**src/design/npco_pkg.sv**
```systemverilog
package npco_pkg;

  localparam int COORD_BITS    = 12;
  localparam int ID_BITS       = 16;
  localparam int DIST_BITS     = 2 * COORD_BITS + 1;
  localparam int SQ_BITS       = 2 * COORD_BITS;
  localparam int TAN_BITS      = 32;
  localparam int PROD_BITS     = TAN_BITS + COORD_BITS;
  localparam int CFG_ADDR_BITS = 1;
  localparam int QUEUE_DEPTH   = 4;
  localparam int QPTR_BITS     = $clog2(QUEUE_DEPTH);

  // floor(tan(22.5 deg) * 2^32)
  localparam logic [TAN_BITS-1:0] TAN_22_5_Q32 = 32'h6A09E667;

  localparam logic [CFG_ADDR_BITS-1:0] CFG_REF_X = 1'b0;
  localparam logic [CFG_ADDR_BITS-1:0] CFG_REF_Y = 1'b1;

  typedef enum logic [2:0] {
    OCT_E,
    OCT_NE,
    OCT_N,
    OCT_NW,
    OCT_W,
    OCT_SW,
    OCT_S,
    OCT_SE
  } octant_t;

  // One classified candidate, as handed from the front end to the scan.
  typedef struct packed {
    logic                 nonzero;
    logic                 last;
    logic [ID_BITS-1:0]   id;
    logic [DIST_BITS-1:0] sq_dist;
    octant_t              oct;
  } cand_t;

endpackage

```
**src/design/nearest_point_compass_octant.sv**
```systemverilog
// Nearest-point scan with compass octant. Each input word carries one
// candidate point (column, row, id) and a tlast flag closing the scan; the
// block keeps the candidate with the smallest squared distance to the
// reference set through the configuration port (earliest wins on a tie,
// points on the reference itself are ignored) and, on the closing word,
// sends one result word: found in tuser, and the winner's id, squared
// distance and octant (0 east, counting counterclockwise to 7 southeast,
// with rows growing downward) in tdata. The block takes one word per clock
// cycle while a queue slot is free for it; a result word passes through two
// front-end stages (offsets, then squares and tangent products), the
// four-entry queue and the output register. Write the reference only while
// no scan is in flight.
module nearest_point_compass_octant (
  input  logic                                clk,
  input  logic                                rst,

  input  logic                                cfg_we,
  input  logic [npco_pkg::CFG_ADDR_BITS-1:0]  cfg_addr,
  input  logic [npco_pkg::COORD_BITS-1:0]     cfg_data,

  input  logic                                s_axis_tvalid,
  output logic                                s_axis_tready,
  // Fields from bit 0: point_x[11:0], point_y[23:12], point_id[39:24].
  input  logic [39:0]                         s_axis_tdata,
  input  logic                                s_axis_tlast,

  output logic                                m_axis_tvalid,
  input  logic                                m_axis_tready,
  // Fields from bit 0: nearest_id[15:0], dist_sq[40:16], octant[43:41],
  // zero fill [47:44].
  output logic [47:0]                         m_axis_tdata,
  // Fields from bit 0: found[0].
  output logic                                m_axis_tuser
);

  logic [npco_pkg::COORD_BITS-1:0]     ref_x;
  logic [npco_pkg::COORD_BITS-1:0]     ref_y;

  logic                                push;
  npco_pkg::cand_t                     push_entry;
  logic                                pop;
  logic                                q_valid;
  npco_pkg::cand_t                     q_head;
  logic [npco_pkg::QPTR_BITS:0]        q_count;

  logic [npco_pkg::ID_BITS-1:0]        out_id;
  logic [npco_pkg::DIST_BITS-1:0]      out_dist;
  npco_pkg::octant_t                   out_oct;

  // Reference position registers.
  always_ff @(posedge clk) begin
    if (rst) begin
      ref_x <= '0;
      ref_y <= '0;
    end else if (cfg_we) begin
      case (cfg_addr)
        npco_pkg::CFG_REF_X: ref_x <= cfg_data;
        npco_pkg::CFG_REF_Y: ref_y <= cfg_data;
        default: ;
      endcase
    end
  end

  // The front end computes distance and octant for every candidate.
  npco_front u_front (
    .clk         (clk),
    .rst         (rst),
    .in_valid    (s_axis_tvalid),
    .in_ready    (s_axis_tready),
    .point_x     (s_axis_tdata[11:0]),
    .point_y     (s_axis_tdata[23:12]),
    .point_id    (s_axis_tdata[39:24]),
    .last_point  (s_axis_tlast),
    .ref_x       (ref_x),
    .ref_y       (ref_y),
    .queue_count (q_count),
    .push        (push),
    .push_entry  (push_entry)
  );

  npco_queue u_queue (
    .clk        (clk),
    .rst        (rst),
    .push       (push),
    .push_entry (push_entry),
    .pop        (pop),
    .not_empty  (q_valid),
    .head       (q_head),
    .count      (q_count)
  );

  // The back end keeps the running minimum and emits the result.
  npco_back u_back (
    .clk       (clk),
    .rst       (rst),
    .q_valid   (q_valid),
    .q_head    (q_head),
    .pop       (pop),
    .out_valid (m_axis_tvalid),
    .out_ready (m_axis_tready),
    .out_found (m_axis_tuser),
    .out_id    (out_id),
    .out_dist  (out_dist),
    .out_oct   (out_oct)
  );

  assign m_axis_tdata = {4'b0000, out_oct, out_dist, out_id};

endmodule

```
**src/design/npco_front.sv**
```systemverilog
module npco_front (
  input  logic                                  clk,
  input  logic                                  rst,
  input  logic                                  in_valid,
  output logic                                  in_ready,
  input  logic [npco_pkg::COORD_BITS-1:0]       point_x,
  input  logic [npco_pkg::COORD_BITS-1:0]       point_y,
  input  logic [npco_pkg::ID_BITS-1:0]          point_id,
  input  logic                                  last_point,
  input  logic [npco_pkg::COORD_BITS-1:0]       ref_x,
  input  logic [npco_pkg::COORD_BITS-1:0]       ref_y,
  input  logic [npco_pkg::QPTR_BITS:0]          queue_count,
  output logic                                  push,
  output npco_pkg::cand_t                       push_entry
);

  localparam int CB = npco_pkg::COORD_BITS;

  logic                            accept;
  logic [CB:0]                     dx;
  logic [CB:0]                     dy;
  logic [CB:0]                     dx_mag;
  logic [CB:0]                     dy_mag;
  logic [npco_pkg::QPTR_BITS+1:0]  pending;

  // Stage 1: offsets as magnitude and sign.
  logic                            v1;
  logic [CB-1:0]                   a1;
  logic [CB-1:0]                   b1;
  logic                            xpos1;
  logic                            yneg1;
  logic                            nz1;
  logic                            last1;
  logic [npco_pkg::ID_BITS-1:0]    id1;

  // Stage 2: squares and tangent products.
  logic                            v2;
  logic [CB-1:0]                   a2;
  logic [CB-1:0]                   b2;
  logic [npco_pkg::SQ_BITS-1:0]    sqa2;
  logic [npco_pkg::SQ_BITS-1:0]    sqb2;
  logic [npco_pkg::PROD_BITS-1:0]  ta2;
  logic [npco_pkg::PROD_BITS-1:0]  tb2;
  logic                            xpos2;
  logic                            yneg2;
  logic                            nz2;
  logic                            last2;
  logic [npco_pkg::ID_BITS-1:0]    id2;

  logic                            east_west;
  logic                            north_south;
  npco_pkg::octant_t               oct;

  // Words still in the stages all have a queue slot reserved.
  assign pending  = {1'b0, queue_count} + {{(npco_pkg::QPTR_BITS+1){1'b0}}, v1}
                  + {{(npco_pkg::QPTR_BITS+1){1'b0}}, v2};
  assign in_ready = pending < (npco_pkg::QPTR_BITS+2)'(npco_pkg::QUEUE_DEPTH);
  assign accept   = in_valid && in_ready;

  assign dx     = {1'b0, point_x} - {1'b0, ref_x};
  assign dy     = {1'b0, point_y} - {1'b0, ref_y};
  assign dx_mag = dx[CB] ? -dx : dx;
  assign dy_mag = dy[CB] ? -dy : dy;

  always_ff @(posedge clk) begin
    if (rst) begin
      v1 <= 1'b0;
      v2 <= 1'b0;
    end else begin
      v1 <= accept;
      v2 <= v1;
    end
  end

  always_ff @(posedge clk) begin
    a1    <= dx_mag[CB-1:0];
    b1    <= dy_mag[CB-1:0];
    xpos1 <= !dx[CB] && (dx != '0);
    yneg1 <= dy[CB];
    nz1   <= (dx != '0) || (dy != '0);
    last1 <= last_point;
    id1   <= point_id;

    a2    <= a1;
    b2    <= b1;
    sqa2  <= {{CB{1'b0}}, a1} * {{CB{1'b0}}, a1};
    sqb2  <= {{CB{1'b0}}, b1} * {{CB{1'b0}}, b1};
    ta2   <= {{CB{1'b0}}, npco_pkg::TAN_22_5_Q32} * {{npco_pkg::TAN_BITS{1'b0}}, a1};
    tb2   <= {{CB{1'b0}}, npco_pkg::TAN_22_5_Q32} * {{npco_pkg::TAN_BITS{1'b0}}, b1};
    xpos2 <= xpos1;
    yneg2 <= yneg1;
    nz2   <= nz1;
    last2 <= last1;
    id2   <= id1;
  end

  assign east_west   = {b2, {npco_pkg::TAN_BITS{1'b0}}} < ta2;
  assign north_south = {a2, {npco_pkg::TAN_BITS{1'b0}}} < tb2;

  always_comb begin
    if (east_west) begin
      oct = xpos2 ? npco_pkg::OCT_E : npco_pkg::OCT_W;
    end else if (north_south) begin
      oct = yneg2 ? npco_pkg::OCT_N : npco_pkg::OCT_S;
    end else if (xpos2) begin
      oct = yneg2 ? npco_pkg::OCT_NE : npco_pkg::OCT_SE;
    end else begin
      oct = yneg2 ? npco_pkg::OCT_NW : npco_pkg::OCT_SW;
    end
  end

  assign push               = v2;
  assign push_entry.nonzero = nz2;
  assign push_entry.last    = last2;
  assign push_entry.id      = id2;
  assign push_entry.sq_dist = {1'b0, sqa2} + {1'b0, sqb2};
  assign push_entry.oct     = oct;

endmodule

```
**src/design/npco_queue.sv**
```systemverilog
module npco_queue (
  input  logic                          clk,
  input  logic                          rst,
  input  logic                          push,
  input  npco_pkg::cand_t               push_entry,
  input  logic                          pop,
  output logic                          not_empty,
  output npco_pkg::cand_t               head,
  output logic [npco_pkg::QPTR_BITS:0]  count
);

  npco_pkg::cand_t                 slots [npco_pkg::QUEUE_DEPTH];
  logic [npco_pkg::QPTR_BITS-1:0]  wr_ptr;
  logic [npco_pkg::QPTR_BITS-1:0]  rd_ptr;

  assign not_empty = count != '0;
  assign head      = slots[rd_ptr];

  always_ff @(posedge clk) begin
    if (rst) begin
      wr_ptr <= '0;
      rd_ptr <= '0;
      count  <= '0;
    end else begin
      if (push) begin
        wr_ptr <= wr_ptr + 1'b1;
      end
      if (pop) begin
        rd_ptr <= rd_ptr + 1'b1;
      end
      if (push && !pop) begin
        count <= count + 1'b1;
      end else if (pop && !push) begin
        count <= count - 1'b1;
      end
    end
  end

  always_ff @(posedge clk) begin
    if (push) begin
      slots[wr_ptr] <= push_entry;
    end
  end

endmodule

```
**src/design/npco_back.sv**
```systemverilog
module npco_back (
  input  logic                               clk,
  input  logic                               rst,
  input  logic                               q_valid,
  input  npco_pkg::cand_t                    q_head,
  output logic                               pop,
  output logic                               out_valid,
  input  logic                               out_ready,
  output logic                               out_found,
  output logic [npco_pkg::ID_BITS-1:0]       out_id,
  output logic [npco_pkg::DIST_BITS-1:0]     out_dist,
  output npco_pkg::octant_t                  out_oct
);

  logic                              have_best;
  logic [npco_pkg::DIST_BITS-1:0]    best_dist;
  logic [npco_pkg::ID_BITS-1:0]      best_id;
  npco_pkg::octant_t                 best_oct;

  logic                              better;
  logic                              have_best_next;
  logic [npco_pkg::DIST_BITS-1:0]    best_dist_next;
  logic [npco_pkg::ID_BITS-1:0]      best_id_next;
  npco_pkg::octant_t                 best_oct_next;

  // A closing word needs the output register; others only need the queue.
  assign pop    = q_valid && (!q_head.last || !out_valid || out_ready);
  assign better = q_head.nonzero && (!have_best || (q_head.sq_dist < best_dist));

  always_comb begin
    have_best_next = have_best;
    best_dist_next = best_dist;
    best_id_next   = best_id;
    best_oct_next  = best_oct;
    if (better) begin
      have_best_next = 1'b1;
      best_dist_next = q_head.sq_dist;
      best_id_next   = q_head.id;
      best_oct_next  = q_head.oct;
    end
  end

  always_ff @(posedge clk) begin
    if (rst) begin
      have_best <= 1'b0;
      best_dist <= '0;
      best_id   <= '0;
      best_oct  <= npco_pkg::OCT_E;
      out_valid <= 1'b0;
    end else begin
      if (pop) begin
        if (q_head.last) begin
          have_best <= 1'b0;
          best_dist <= '0;
          best_id   <= '0;
          best_oct  <= npco_pkg::OCT_E;
        end else begin
          have_best <= have_best_next;
          best_dist <= best_dist_next;
          best_id   <= best_id_next;
          best_oct  <= best_oct_next;
        end
      end
      if (pop && q_head.last) begin
        out_valid <= 1'b1;
      end else if (out_ready) begin
        out_valid <= 1'b0;
      end
    end
  end

  // With nothing found the running values are still at zero.
  always_ff @(posedge clk) begin
    if (pop && q_head.last) begin
      out_found <= have_best_next;
      out_id    <= best_id_next;
      out_dist  <= best_dist_next;
      out_oct   <= best_oct_next;
    end
  end

endmodule

```
**config.mk**
```make
export PLATFORM = sky130hd
export DESIGN_NAME = nearest_point_compass_octant
export DESIGN_NICKNAME = d
export VERILOG_FILES = /design/src/design/npco_pkg.sv /design/src/design/nearest_point_compass_octant.sv /design/src/design/npco_front.sv /design/src/design/npco_queue.sv /design/src/design/npco_back.sv
export SDC_FILE = /design/constraint.sdc
export NUM_CORES = 2
export LEC_CHECK = 0
export BUFFER_PORTS_ARGS = -buffer_cell sky130_fd_sc_hd__buf_2
export CORE_ASPECT_RATIO = 1.5
export CORE_MARGIN = 10
export CORE_UTILIZATION = 40
export CTS_BUF_LIST = sky130_fd_sc_hd__clkbuf_8
export DETAILED_ROUTE_END_ITERATION = 12
export REMOVE_ABC_BUFFERS = 1
export SLEW_MARGIN = 25
export SYNTH_ARGS = -nofsm -noshare
export SYNTH_HDL_FRONTEND = slang
export SYNTH_SLANG_ARGS = --single-unit
export TNS_END_PERCENT = 20
```
**constraint.sdc**
```tcl
create_clock -name clk -period 12.5 [get_ports clk]
set_clock_uncertainty 0.15 [all_clocks]
set_input_delay 1.875 -clock clk [delete_from_list [all_inputs] [get_ports clk]]
set_output_delay 1.875 -clock clk [all_outputs]
set_load 0.02 [all_outputs]
```
==> flow_summary.toml <==
[clock_network]
ctsRootBufferMaster = "clkbuf_8"
clock_latency_ps = 740
cts_resized = 0
post-cts-setup-buffers = 0
path_clk_slew_ps = 60
postCtsHoldBufs = 0
cts_sinks = 526
cts_buffer_depth = 3
cts_tree = "built"
cts_made_buffers = 87
htreeDepth = 3

[yosys]
synth-compound-area-share_pct = 8.90
synth-edff-count = 229
synth_area_per_cell_um2 = 11.1
synth_top_family_by_area = "adder cells"
muxShareOfSynthArea_pct = 4.22
synth_cell_types = 80
synth_cells = 3461
synth-seq-cells = 526
async_reset_ff_share_pct = 0
syn_area_mm2 = 0.0383
yosys.area_share.adder_pct = 34.8
synth-xor-area-share_pct = 4.07
synth_warnings = 0
synth-main-ff-cell = "dfxtp_1"
ys_seq_area_share_pct = 33.5
yosys.area_share.simple_pct = 6.88

[critical_path]
reg2reg_depth = 16
cp.required_ps = 13010
reg2reg_slack_ps = 5880
crit_type = "register to register"
critPathArrivalTime_ps = 7130
crit_start = "u_front.b1[3]"
timing.rr.end = "u_front.sqb2[22]"
cp-start-kind = "register"
reg2reg_from = "u_front.b1[3]"
worst-path-max-fanout = 17
critPathCaptureType = "register"

[drt]
via_count = 24600
wire_per_inst_um = 17.4
drt-total-wl_mm = 86.3
drc_errors = 0
drt-initial-drc-count = 1261
first_pass_iters = 5
final_antenna_net_count = 0
viasPerCell = 4.96

[cells_and_area]
area.growth.synth_to_final_pct = 10.1
utilization_pct = 44.5
final_common_cell = "inv_1"
final_cell_mix = "inv_1, ha_1, fa_1"
drive_above_1_share_pct = 10.5
nets = 4538

[timing]
tightestPinTransition_ps = 997
setup_ws_ps = 5880
fmax_mhz = 151
drv_slew = 0
setup_viol = 0
final.setup.tns_ps = 0
period_share_pct = 53.0
hold_viol_final = 0
rsz0062_at_grt = "no"
slew_headroom_pct = 33.4
layout_min_cycle_time_ps = 6620

[grt]
gr-total-overflow = 0
grt_util_all_layers_pct = 16.3
grt_first_pass_wirelength_mm = 141
grt_max_degree = 48
first_global_vias = 26600
antenna_found_initial = 4

[hold_path]
whs_path_depth = 0
worstHoldStart = "u_front.yneg1"
min_to = "u_front.yneg2"
min_path_type = "register to register"

[run_status]
status = "complete, no violations"

[placed_design]
place_congestion = 0.890
dpl.hpwl_mm = 68.5
io_buffers = 105
place_ws_ps = 5970

[floorplanning]
die_width_um = 273
core_area_mm2 = 0.0946
ios = 110
fp.dieArea_mm2 = 0.109
fp-row-count = 138
initial_core_util_pct = 40.4
die_h_um = 399

[run]
max_cap_viol_count = 0
-- final cells by class --
| class | count | area (µm²) |
|---|---|---|
| well taps | 1260 | 1580 |
| multi-input cells | 2181 | 22600 |
| clock buffers | 94 | 1290 |
| clock inverters | 68 | 503 |
| repair buffers | 127 | 691 |
| flip-flops and latches | 526 | 12800 |
| fillers | 8983 | 52500 |
| diodes | 3 | 7.51 |
| inverters | 704 | 2640 |
-- kinds of logic after synthesis --
group,Yosys count
compound gates,505
fa+ha+maj,852
buf+inv,757
mux,98
flops,526
xor+xnor,178
simple gates,544
other cells,1
-- synth_stat cells (44+ instances only) --
master / instances / area share [%]
inv_1: 700 / 6.9
nand2_1: 149 / 1.5
a22o_1: 44 / 1.0
mux4_2: 46 / 2.7
ha_1: 497 / 16
a21oi_1: 156 / 2.0
fa_1: 355 / 19
edfxtp_1: 229 / 18
xor2_1: 46 / 1.1
nor2_1: 153 / 1.5
o21ai_0: 58 / 0.76
dfxtp_1: 297 / 16
mux2_2: 47 / 1.4
a21o_1: 67 / 1.3
xnor2_1: 132 / 3.0
-- flip-flops by register name, indices dropped and copies added, names as in the netlist, 12 cells and up, named ones only --
| name | cells |
|---|---|
| u_queue.slots | 184 |
| u_front.ta2 | 42 |
| u_front.tb2 | 42 |
| u_back.best_dist | 25 |
| u_back.out_dist | 25 |
| u_front.sqa2 | 22 |
| u_front.sqb2 | 22 |
| u_back.best_id | 16 |
| u_back.out_id | 16 |
| u_front.id1 | 16 |
| u_front.id2 | 16 |
| ref_x | 12 |
| ref_y | 12 |
| u_front.a1 | 12 |
| u_front.a2 | 12 |
| u_front.b1 | 12 |
| u_front.b2 | 12 |
-- per-stage QoR --
stage	instances	area, µm²	hold slack (ps)
CTS	4960	42100	177
global placement	4798	40300	161
finish	4963	42100	178
global route	4961	42100	185
floorplan	3411	38000	160
detailed placement	4798	40300	162
-- worst max path at each step --
stage,to,slack (ps)
after global routing,u_front.sqb2[22],5510
after floorplan,u_back.out_dist[0],5870
after CTS,u_front.sqb2[22],5960
after global placement,u_front.sqb2[22],6060
after detailed placement,u_front.sqb2[22],5970
final,u_front.sqb2[22],5880
-- worst max-delay path, stage by stage (launching register included) --
cell and delay [ps]:
dfxtp_1 980, inv_1 460, nor2_1 360, fa_1 470, fa_1 540, fa_1 450
fa_1 550, inv_1 60, fa_1 520, inv_1 40, ha_1 330, a21oi_1 240
o21ai_0 190, or3b_2 530, a311o_1 370, a21oi_1 170, xnor2_1 120
-- layer usage --
metal	vias up	routed length [µm]	track usage [%]
met5	-	13	0
met4	2	2680	6.18
met3	160	3370	2.34
met2	470	45700	30.7
met1	12100	34500	18.3
li1	11900	-	-
Power is not shown: default switching activity piles up to over one toggle a cycle in this logic, so the estimate is an artifact.
